**src/rtl/core/sacache_pkg.sv**
```systemverilog
// Package for the set-associative cache hit model.
// Holds geometry constants, register indexes and the controller/datapath
// command and status structs. No dependencies.
`default_nettype none

package sacache_pkg;

  localparam int MaxLinesLog2 = 8;
  localparam int StoreDepth   = 1 << MaxLinesLog2;
  localparam int SlotW        = MaxLinesLog2;
  localparam int TagW         = 31;
  localparam int CountW       = 32;
  localparam int AddrW        = 32;
  localparam int CfgIdxW      = 2;
  localparam int CfgDataW     = 5;

  localparam logic [CfgIdxW-1:0] REG_LINES_LOG2     = 2'd0;
  localparam logic [CfgIdxW-1:0] REG_LINE_SIZE_LOG2 = 2'd1;
  localparam logic [CfgIdxW-1:0] REG_WAYS_LOG2      = 2'd2;
  localparam logic [CfgIdxW-1:0] REG_REPLACE_LRU    = 2'd3;

  typedef struct packed {
    logic load;      // capture the request and work out tag and set
    logic rd_nxt;    // read slot i+1 instead of slot i
    logic inc_i;     // advance the way counter
    logic clr_i;     // restart the way counter at slot 0
    logic wr_tag;    // write the request tag into slot i and mark it valid
    logic wr_shift;  // write the data just read into slot i
    logic set_hit;   // record a hit
    logic push;      // update counters and load the result register
  } sacache_cmd_t;

  typedef struct packed {
    logic cur_valid;
    logic match;
    logic last;
    logic next_valid;
    logic lru;
    logic out_free;
  } sacache_sts_t;

endpackage

`default_nettype wire

```
**src/rtl/core/sacache_ctrl.sv**
```systemverilog
// Sequencer for one lookup: scan the set, shift entries, write the tag.
// Depends on sacache_pkg.
`default_nettype none

module sacache_ctrl import sacache_pkg::*; (
  input  wire logic         clk,
  input  wire logic         rst,
  input  wire logic         req_valid,
  output logic              req_ready,
  input  wire sacache_sts_t sts,
  output sacache_cmd_t      cmd
);

  localparam logic [2:0] ST_IDLE = 3'd0;
  localparam logic [2:0] ST_RD   = 3'd1;
  localparam logic [2:0] ST_CK   = 3'd2;
  localparam logic [2:0] ST_SCHK = 3'd3;
  localparam logic [2:0] ST_SWR  = 3'd4;
  localparam logic [2:0] ST_DONE = 3'd5;

  logic [2:0] state;
  logic [2:0] state_next;

  assign req_ready = (state == ST_IDLE);

  always_comb begin
    cmd        = '0;
    state_next = state;
    case (state)
      ST_IDLE: begin
        if (req_valid) begin
          cmd.load   = 1'b1;
          state_next = ST_RD;
        end
      end
      ST_RD: state_next = ST_CK;
      ST_CK: begin
        if (!sts.cur_valid) begin
          cmd.wr_tag = 1'b1;
          state_next = ST_DONE;
        end else if (sts.match) begin
          cmd.set_hit = 1'b1;
          state_next  = sts.lru ? ST_SCHK : ST_DONE;
        end else if (sts.last) begin
          // full set, no match: evict slot 0 by shifting from the front
          cmd.clr_i  = 1'b1;
          state_next = ST_SCHK;
        end else begin
          cmd.inc_i  = 1'b1;
          state_next = ST_RD;
        end
      end
      ST_SCHK: begin
        if (!sts.last && sts.next_valid) begin
          cmd.rd_nxt = 1'b1;
          state_next = ST_SWR;
        end else begin
          cmd.wr_tag = 1'b1;
          state_next = ST_DONE;
        end
      end
      ST_SWR: begin
        cmd.wr_shift = 1'b1;
        cmd.inc_i    = 1'b1;
        state_next   = ST_SCHK;
      end
      ST_DONE: begin
        if (sts.out_free) begin
          cmd.push   = 1'b1;
          state_next = ST_IDLE;
        end
      end
      default: state_next = ST_IDLE;
    endcase
  end

  always_ff @(posedge clk) begin
    if (rst) begin
      state <= ST_IDLE;
    end else begin
      state <= state_next;
    end
  end

endmodule

`default_nettype wire

```
**config.mk**
```make
export PLATFORM = sky130hd
export DESIGN_NAME = sacache_ctrl
export DESIGN_NICKNAME = d
export VERILOG_FILES = /design/src/rtl/core/sacache_pkg.sv /design/src/rtl/core/sacache_ctrl.sv
export SDC_FILE = /design/constraint.sdc
export NUM_CORES = 1
export LEC_CHECK = 0
export ABC_CLOCK_PERIOD_IN_PS = 1100
export BUFFER_PORTS_ARGS = -buffer_cell sky130_fd_sc_hd__buf_2
export CAP_MARGIN = 20
export CORE_AREA = 2 2 39 41
export CTS_BUF_LIST = sky130_fd_sc_hd__clkbuf_4 sky130_fd_sc_hd__clkbuf_8
export DETAILED_ROUTE_END_ITERATION = 16
export DIE_AREA = 0 0 41 43
export GPL_ROUTABILITY_DRIVEN = 0
export PLACE_DENSITY = 0.54
export REMOVE_ABC_BUFFERS = 1
export SYNTH_ARGS = -nofsm -noshare
export SYNTH_HDL_FRONTEND = slang
export SYNTH_SLANG_ARGS = --single-unit
```
**constraint.sdc**
```tcl
create_clock -name clk -period 1.1 [get_ports clk]
set_input_delay 0.055 -clock clk [delete_from_list [all_inputs] [get_ports clk]]
set_output_delay 0.055 -clock clk [all_outputs]
set_load 0.005 [all_outputs]
```
==> parameters.txt, run 1 <==
Parameter                              Value

Power
  Power per cell area ... roughly 1100 nW/um^2
  Sw Pwr ... around 0.00014 W
  Share of total power in the clock network ... 0.454
  Internal power of the cells ... between 0.0003 and 0.0004 W
  Sw frac ... 0.2740
  Share of power burned in registers ... 0.264
  Standby leakage power ... roughly 0.24 nW
  Gate power share ... 0.282
  Maximum VDD drop ... between 200 and 250 uV

Cells and area
  Number of flip-flops under the largest register name ... 3
  Filler-free cell count of the finished design ... 75
  Post-route standard cell area excluding fillers ... between 400 and 500 sq um
  Final layout net count ... 69
  Growth of design area from synthesis to finish ... 66.67%
  Share of the core filled with cells in the final layout ... 0.3391
  Share of post-route cells with drive strength above 1 ... 0.6102
  Largest register by flop count ... state
  Diodes inserted ... 0
  Regs by FF count ... state x3

Global routing
  Global-route wire length before repair ... between 1000 and 1500 um
  Global routing usage summed across all routing layers ... 0.1082
  Vias in the first global route ... about 310
  Number of antenna violations at the first check in global routing ... 0
  Maximum number of pins on one net before global-route repair ... 8
  GRT overflow ... 0

Timing
  Final setup violating endpoints ... 8
  Relative slew slack ... 0.8456
  Setup repair after global routing missed its margin ... true
  Final worst setup slack ... -0.1264 ns
  Final hold viol count ... 0
  Number of max-slew violations in the final report ... 0
  Setup clock skew after layout ... ~0.00096 ns
  Pin slew with the least headroom to its limit ... between 0.2 and 0.25 ns
  Period utilisation layout ... 1.115
  Post-layout min period ... roughly 1.2 ns
  Highest Clock Rate ... approximately 820 MHz
  Worst Hold Margin ... between 0.03 and 0.04 ns

Route
  Number of DRC markers after the initial detailed-route iteration ... 0
  Post-route DRC violation count ... 0
  Via density per instance ... ~4.5
  Count of vias placed by the detailed router ... about 340
  Count of nets left with antenna violations after detail routing ... 0
  Post-Route WL ... 775 um
  Routed len/inst ... ~10 um
  First-pass iteration count of the detailed router ... 1

Place
  Cell area after placement ... ~400 sq um
  Detail Placement HPWL ... between 500 and 600 um
  Count of placed standard cells including taps ... 69
  Port Buffers ... 17

Logic synthesis
  Number of distinct standard cells referenced by the synthesized netlist ... 26
  Area leader, netlist ... dfxtp_1
  Number of storage elements in the synthesis netlist ... 3
  Netlist area before placement ... between 200 and 300 sq um
  Mean Syn Cell Area ... a little over 8 sq um
  Top post-synthesis cells by area ... dfxtp_1 (21%), mux2_4 (5.3%), nor3b_1 (5.3%), o31ai_1 (5.3%), a31oi_1 (4.4%)
  Commonest register cell after synthesis ... dfxtp_1
  Share of flip-flops with an asynchronous set or reset ... 0
  Post-Synthesis Cells ... 35
  Number of flops mapped to enable cells by yosys ... 0
  Sequential cell area fraction in the yosys report ... 0.2133
  Fraction of synthesized cell area taken by the top area cell type ... 0.2133
  Number of warnings issued by yosys ... 0

Min path
  Origin of the worst min-delay path ... rst
  Hold/Removal Path Class ... in -> reg

Critical path
  CP Capture Type ... output pin
  Launch point of the critical path ... state[2]
  Data required time of the worst path ... around 1.0 ns
  Type of element launching the critical path ... flop
  Worst reg2reg startpoint ... state[2]
  Highest net fanout along the worst path ... 6
  Register-to-register path setup slack ... 0.04 ns
  Data arrival time of the worst path ... around 1.2 ns
  Category of the critical setup timing path ... reg -> out

Floorplan
  I/O Pins ... 18
  Die ar. ... approximately 1800 sq um
  Row count ... 14
  Chip width ... roughly 41 um
  Floorplan die height ... between 40 and 50 um
  Total core area ... approximately 1400 sq um
  Starting utilization of the core area ... 0.2034

Clock network
  Clock slew seen by the registers of the worst setup and hold paths ... ~0.04 ns
  Worst skew pair latency ... ~0.24 ns
  CTS tree ... yes
  CTS sink cnt ... 3
  Number of buffers inserted during clock tree synthesis ... 3
  Max Buffers Root-to-Sink ... 2
  Depth of the CTS H-tree ... 1
  Library cell used as clock root buffer ... clkbuf_4

Job
  Maximum capacitance violations ... 0

Run status
  Violated checks ... setup timing
  Run status ... complete, but fails checks
[metal layers]
metal  share of wire  vias up  GRT usage
met4           0.023        0     0.1000
met5               0        -          0
met1            0.42      141     0.1310
met2            0.46       17     0.1469
met3           0.095        2    0.02618
li1                -      177          -
[power by group through the flow]
stage                     clock network (W)  registers (W)   logic, W
final                              0.000224       0.000130   0.000139
after CTS                          0.000233       0.000130   0.000133
after global placement                    0       0.000131   0.000126
after global routing               0.000243       0.000132   0.000156
after floorplan                           0       0.000136  0.0000558
after detailed placement                  0       0.000132   0.000125
[final timing paths]
check	end	depth (start not counted)
max	cmd[4]	3
min	state[1]	2
max reg2reg	state[0]	4
min reg2reg	state[0]	2
[Yosys cell counts, types with 2 or more instances]
cell,number
nor3b_1,2
dfxtp_1,3
o31ai_1,2
a21oi_1,2
a31oi_1,2
nor2_1,3
inv_1,2
[worst max-delay path: stages, from the launching register on]
cell,delay (ns)
dfxtp_4,0.35
and4bb_1,0.30
nor3b_2,0.16
buf_2,0.12
[kinds of logic (layout without fill, tap and decap cells)]
group,Yosys count,after routing,synth area share
DFF,3,3,0.2133
buffers and inverters,4,28,0.07111
and+or+nand+nor,17,17,0.4356
muxes,1,1,0.05332
AOI/OAI and AO/OA,10,10,0.2267
[cell usage in the layout (no fill, tap or decap), types with 2 or more instances in the layout]
cell | Yosys | layout
a21oi_1 | 2 | 2
buf_2 | 1 | 16
nor3b_2 | 1 | 2
buf_4 | 1 | 4
a31oi_1 | 2 | 2
nor2_1 | 3 | 3
buf_6 | 0 | 2
clkbuf_4 | 0 | 4
inv_1 | 2 | 2
o31ai_1 | 2 | 2
dfxtp_2 | 0 | 2
[per-stage QoR]
stage	power (W)	setup TNS, ns	worst slack [ns]
detailed placement	0.0002567	0	0.02681
CTS	0.0004963	-0.8053	-0.1322
finish	0.0004932	-0.6748	-0.1264
floorplan	0.0001914	0	0.07485
global placement	0.0002564	0	0.05106
global route	0.0005311	-1.161	-0.1908
[layout make-up]
type	instances	area, sq um
repair buffers	22	132.6
clock buffers	4	30.03
multi-input cells	28	212.7
fillers	160	914.6
well taps	16	20.02
flip-flops and latches	3	66.31
inverters	2	7.507
[repair_timing]
item | in CTS | in global routing
hold buffers | 0 | 0
gates resized for setup | 7 | 3
pin swaps | 3 | 1
hold endpoints to repair | 0 | 0
setup buffers | 1 | 1
setup endpoints to repair | 9 | 9
No activity file was read; power rests on OpenSTA's default activity.
==> run 2: changes to the inputs <==
BUFFER_PORTS_ARGS = unset   (was -buffer_cell sky130_fd_sc_hd__buf_2)
DONT_BUFFER_PORTS = 1   (was unset)
PLACE_DENSITY = 0.42   (was 0.54)
==> parameters.txt, run 2 (synthesis gave the netlist of run 1 again) <==
Parameter                              Value

Place
  Placement Setup Slack ... 0.03075 ns (was 0.02681 ns)
  Port Buffers ... 0 (was 17)
  Detail Placement HPWL ... 598.2 um (was 591.1 um)
  Count of placed standard cells including taps ... 53 (was 69)

Timing
  Number of max-slew violations in the final report ... 0 (unchanged)
  Setup clock skew after layout ... 0.002137 ns (was 0.0009620 ns)
  Post-layout min period ... 1.133 ns (was 1.226 ns)
  Pin slew with the least headroom to its limit ... 0.2047 ns (was 0.2296 ns)
  Relative slew slack ... 0.8624 (was 0.8456)
  Final worst setup slack ... -0.03328 ns (was -0.1264 ns)
  Setup repair after global routing missed its margin ... true (unchanged)
  Final hold viol count ... 0 (unchanged)
  Final setup violating endpoints ... 3 (was 8)
  Period utilisation layout ... 1.030 (was 1.115)
  Total negative setup slack ... -0.04583 ns (was -0.6748 ns)
  Highest Clock Rate ... 882.4 MHz (was 815.4 MHz)

Clock network
  Number of buffers inserted during clock tree synthesis ... 3 (unchanged)
  Clock slew seen by the registers of the worst setup and hold paths ... 0.04 ns (about the same)
  Max Buffers Root-to-Sink ... 2 (unchanged)
  Depth of the CTS H-tree ... 1 (unchanged)
  Worst skew pair latency ... 0.24 ns (about the same)
  Library cell used as clock root buffer ... clkbuf_4 (unchanged)
  CTS sink cnt ... 3 (unchanged)
  CTS tree ... yes (unchanged)

Cells and area
  Diodes inserted ... 0 (unchanged)
  Share of post-route cells with drive strength above 1 ... 0.5106 (was 0.6102)
  Growth of design area from synthesis to finish ... 57.78% (was 66.67%)
  Largest register by flop count ... state (unchanged)
  Number of flip-flops under the largest register name ... 3 (unchanged)
  Number of fillers in the final layout ... 142 (was 160)
  Share of the core filled with cells in the final layout ... 0.3210 (was 0.3391)
  Regs by FF count ... state x3 (unchanged)
  Commonest non-fill, non-tap cells in the layout ... buf_4 (7), clkbuf_4 (4), nor2_1 (3) (was buf_2 (16), clkbuf_4 (4), buf_4 (4))
  Filler-free cell count of the finished design ... 63 (was 75)
  Most frequent standard cell in the layout excluding fill and tap cells ... buf_4 (was buf_2)
  Final layout net count ... 57 (was 69)

Global routing
  Vias in the first global route ... 316 (was 312)
  Maximum number of pins on one net before global-route repair ... 10 (was 8)
  Global routing usage summed across all routing layers ... 0.1042 (was 0.1082)
  GRT overflow ... 0 (unchanged)
  Global-route wire length before repair ... 1235 um (was 1228 um)
  Number of antenna violations at the first check in global routing ... 0 (unchanged)

Route
  Number of DRC markers after the initial detailed-route iteration ... 6 (was 0)
  Post-Route WL ... 846 um (was 775 um)
  Count of vias placed by the detailed router ... 311 (was 337)
  Post-route DRC violation count ... 0 (unchanged)
  Via density per instance ... 4.937 (was 4.493)
  First-pass iteration count of the detailed router ... 4 (was 1)
  Routed len/inst ... 13.43 um (was 10.33 um)
  Count of nets left with antenna violations after detail routing ... 0 (unchanged)

Floorplan
  Total core area ... 1384 sq um (unchanged)
  Floorplan die height ... 43 um (unchanged)
  Row count ... 14 (unchanged)
  Starting utilization of the core area ... 0.2034 (unchanged)
  Die ar. ... 1763 sq um (unchanged)
  I/O Pins ... 18 (unchanged)
  Chip width ... 41 um (unchanged)

Critical path
  Type of element launching the critical path ... flop (unchanged)
  CP Capture Type ... output pin (unchanged)
  Data arrival time of the worst path ... 1.08 ns (was 1.17 ns)
  Category of the critical setup timing path ... reg -> out (unchanged)
  Data required time of the worst path ... 1.04 ns (about the same)
  Highest net fanout along the worst path ... 6 (unchanged)

Power
  Overall power ... 0.0004984 W (was 0.0004932 W)
  Power per cell area ... 1122 nW/um^2 (was 1051 nW/um^2)
  Standby leakage power ... 0.1954 nW (was 0.2412 nW)
  Maximum VDD drop ... 560.4 uV (was 221.2 uV)

Run status
  Violated checks ... setup timing (unchanged)
  Run status ... complete, but fails checks (unchanged)

Job
  Maximum capacitance violations ... 0 (unchanged)

Min path
  Hold/Removal Path Class ... in -> reg (unchanged)
-- run 2: cell count changes in the layout (fill, tap and decap cells not counted), sizes merged --
| cell | before | now |
|---|---|---|
| dlygate4sd3 | 0 | 1 |
| buf | 22 | 9 |
-- run 2: repair_timing --
| item | in CTS | in global routing |
|---|---|---|
| endpoints found under the hold margin | 3 | 0 |
| pin swaps | 5 | 0 |
| setup endpoints to repair | 8 | 8 |
| gates resized for setup | 11 | 3 |
| hold buffers | 1 | 0 |
| buffers inserted | 3 | 2 |
-- run 2: stage by stage --
step / area, sq um / hold WS (ns)
finish: 444.2 / 0.02344
global route: 444.2 / 0.02016
CTS: 416.7 / 0.01506
detailed placement: 319.1 / 0.1302
global placement: 319.1 / 0.1315
floorplan: 269.0 / 0.1241
-- run 2: power breakdown --
part,leakage [nW],total [W],internal [W],switching (W)
Clock,0.0184,0.000223,0.000161,0.0000625
Sequential,0.0264,0.000130,0.000118,0.0000120
Combinational,0.151,0.000145,0.0000851,0.0000598
-- run 2: worst paths after layout --
path | slack [ns] | cells after the start | startpoint | endpoint
max reg2reg | 0.04 | 4 | state[1] | state[0]
min | 0.02 | 2 | req_valid | state[0]
min reg2reg | 0.58 | 2 | state[2] | state[0]
max | -0.03 | 2 | state[2] | cmd[4]
-- run 2: cell type report --
| cell class | count | area, sq um | share of cell area |
|---|---|---|---|
| clock buffer | 4 | 30.03 | 0.06761 |
| inverter | 2 | 7.507 | 0.01690 |
| multi-input combinational | 28 | 232.7 | 0.5239 |
| sequential | 3 | 68.82 | 0.1549 |
| tap | 16 | 20.02 | 0.04507 |
| timing repair buffer | 10 | 85.08 | 0.1915 |
-- run 2: metal layers --
metal | share of wire | vias to the layer above | track usage
met4 | 0 | 0 | 0.02000
li1 | - | 154 | -
met1 | 0.48 | 143 | 0.1278
met5 | 0 | - | 0
met3 | 0.099 | 0 | 0.07853
met2 | 0.42 | 14 | 0.1438
-- run 2: critical path: stages, from the launching register on --
cell      delay, ns
dfxtp_4        0.34
and4bb_1       0.29
nor3b_4        0.21
==> run 3: changes to the inputs <==
--- a/config.mk
+++ b/config.mk
@@ -20 +20,2 @@
 export SYNTH_SLANG_ARGS = --single-unit
+export TNS_END_PERCENT = 100
==> constraint.sdc (replaced) <==
create_clock -name clk -period 1.1 [get_ports clk]
set_input_delay 0.33 -clock clk [delete_from_list [all_inputs] [get_ports clk]]
set_output_delay 0.33 -clock clk [all_outputs]
set_load 0.005 [all_outputs]
==> parameters.txt, run 3 (synthesis gave the netlist of run 1 again) <==
Parameter                              Value

Floorplan
  I/O Pins ... 18 (unchanged)
  Row count ... 14 (unchanged)
  Floorplan die height ... 43 um (unchanged)
  Starting utilization of the core area ... 0.2034 (unchanged)
  Total core area ... 1384 sq um (unchanged)
  Chip width ... 41 um (unchanged)
  Die ar. ... 1763 sq um (unchanged)

Route
  First-pass iteration count of the detailed router ... 2 (was 4)
  Count of vias placed by the detailed router ... 311 (unchanged)
  Post-Route WL ... 848 um (was 846 um)
  Post-route DRC violation count ... 0 (unchanged)
  Routed len/inst ... 13.68 um (was 13.43 um)
  Number of DRC markers after the initial detailed-route iteration ... 2 (was 6)
  Via density per instance ... 5.016 (was 4.937)
  Count of nets left with antenna violations after detail routing ... 0 (unchanged)

Timing
  Highest Clock Rate ... 709.6 MHz (was 882.4 MHz)
  Worst Hold Margin ... 0.1566 ns (was 0.02344 ns)
  Total negative setup slack ... -2.473 ns (was -0.04583 ns)
  Number of max-slew violations in the final report ... 0 (unchanged)
  Post-layout min period ... 1.409 ns (was 1.133 ns)
  Pin slew with the least headroom to its limit ... 0.2207 ns (was 0.2047 ns)
  Final worst setup slack ... -0.3092 ns (was -0.03328 ns)
  Relative slew slack ... 0.8516 (was 0.8624)
  Final setup violating endpoints ... 9 (was 3)
  Setup repair after global routing missed its margin ... true (unchanged)
  Setup clock skew after layout ... 0.003755 ns (was 0.002137 ns)
  Period utilisation layout ... 1.281 (was 1.030)
  Final hold viol count ... 0 (unchanged)

Cells and area
  Largest register by flop count ... state (unchanged)
  Most frequent standard cell in the layout excluding fill and tap cells ... buf_4 (unchanged)
  Growth of design area from synthesis to finish ... 57.33% (was 57.78%)
  Share of post-route cells with drive strength above 1 ... 0.5435 (was 0.5106)
  Commonest non-fill, non-tap cells in the layout ... buf_4 (5), clkbuf_4 (4), buf_6 (4) (was buf_4 (7), clkbuf_4 (4), nor2_1 (3))
  Post-route standard cell area excluding fillers ... 442.9 sq um (was 444.2 sq um)
  Diodes inserted ... 0 (unchanged)
  Final layout net count ... 56 (was 57)
  Regs by FF count ... state x3 (unchanged)
  Share of the core filled with cells in the final layout ... 0.3201 (was 0.3210)
  Number of flip-flops under the largest register name ... 3 (unchanged)
  Number of fillers in the final layout ... 150 (was 142)

Run status
  Violated checks ... setup timing (unchanged)
  Run status ... complete, but fails checks (unchanged)

Global routing
  Vias in the first global route ... 307 (was 316)
  GRT overflow ... 0 (unchanged)
  Global-route wire length before repair ... 1393 um (was 1235 um)
  Maximum number of pins on one net before global-route repair ... 8 (was 10)
  Number of antenna violations at the first check in global routing ... 0 (unchanged)
  Global routing usage summed across all routing layers ... 0.1162 (was 0.1042)

Place
  Detail Placement HPWL ... 647.1 um (was 598.2 um)
  Port Buffers ... 0 (unchanged)
  Cell area after placement ... 334.1 sq um (was 319.1 sq um)

Critical path
  Dominant delay contributor by cell family on the critical path ... flip-flops (was simple AND/OR/NAND/NOR gates)
  Register-to-register path setup slack ... 0.07 ns (was 0.04 ns)
  Critical path buffer and inverter count ... 0 (unchanged)
  Slowest cell on the critical path ... dfxtp_4 (unchanged)
  Critical Path, Cell by Cell ... and2b_2 -> o21ai_1 -> a31oi_1 (was and4bb_1 -> nor3b_4)
  Highest net fanout along the worst path ... 5 (was 6)
  Category of the critical setup timing path ... reg -> out (unchanged)
  Slowest cell delay on critical path ... 0.35 ns (was 0.34 ns)
  Data arrival time of the worst path ... 1.08 ns (about the same)
  CP Capture Type ... output pin (unchanged)
  Data required time of the worst path ... 0.77 ns (was 1.04 ns)
  Type of element launching the critical path ... flop (unchanged)

Clock network
  Number of buffers inserted during clock tree synthesis ... 3 (unchanged)
  CTS tree ... yes (unchanged)
  Library cell used as clock root buffer ... clkbuf_4 (unchanged)
  Max Buffers Root-to-Sink ... 2 (unchanged)
  Depth of the CTS H-tree ... 1 (unchanged)
  Worst skew pair latency ... 0.24 ns (about the same)
  Clock slew seen by the registers of the worst setup and hold paths ... 0.04 ns (about the same)
  CTS sink cnt ... 3 (unchanged)
  Hold-fix buffers at CTS ... 0 (was 1)

Power
  Power per cell area ... 1157 nW/um^2 (was 1122 nW/um^2)
  Overall power ... 0.0005127 W (was 0.0004984 W)
  Maximum VDD drop ... 421.0 uV (was 560.4 uV)
  Standby leakage power ... 0.1871 nW (was 0.1954 nW)

Min path
  Hold/Removal Path Class ... in -> reg (unchanged)

Job
  Maximum capacitance violations ... 0 (unchanged)
[run 3: changes by cell type in the layout (fill, tap and decap cells not counted), sizes merged]
cell         delta
dlygate4sd3     -1
[run 3: worst paths after layout]
kind | from | end | cells past startpoint
worst max-delay path | state[2] | cmd[3] | 3
worst max register to register | state[0] | state[2] | 4
worst min register to register | state[0] | state[0] | 2
worst min-delay path | rst | state[2] | 1
[run 3: where the power goes]
part	leakage (nW)	switching, W	internal, W	total (W)
clock	0.0184	0.0000667	0.000161	0.000228
sequential	0.0261	0.0000104	0.000119	0.000129
combinational	0.143	0.0000637	0.0000921	0.000156
[run 3: cell type report]
cell class	count	area, sq um	area share
multi-input combinational	28	236.5	0.5339
timing repair buffer	9	82.58	0.1864
sequential	3	66.31	0.1497
clock buffer	4	30.03	0.06780
tap	16	20.02	0.04520
inverter	2	7.507	0.01695
[run 3: per-layer routing]
metal  part of all wire  up-vias  global-route usage
met5                  0        -                   0
met1               0.43      139              0.1438
met2               0.45       18              0.1625
li1                   -      152                   -
met4              0.018        0             0.04000
met3              0.097        2             0.06806
[run 3: what timing repair did]
action                     4_1_cts  5_1_grt
buffers inserted                 1        2
resized for setup               12        4
gates cloned                     0        0
setup endpoints to repair        9       10
pin swaps                        4        3
[run 3: metrics by stage]
stage / setup WS, ns / cells
after detailed placement: -0.1462 / 55
after floorplan: -0.1255 / 33
after global routing: -0.3818 / 62
after CTS: -0.3202 / 60
final: -0.3092 / 62
after global placement: -0.1159 / 55
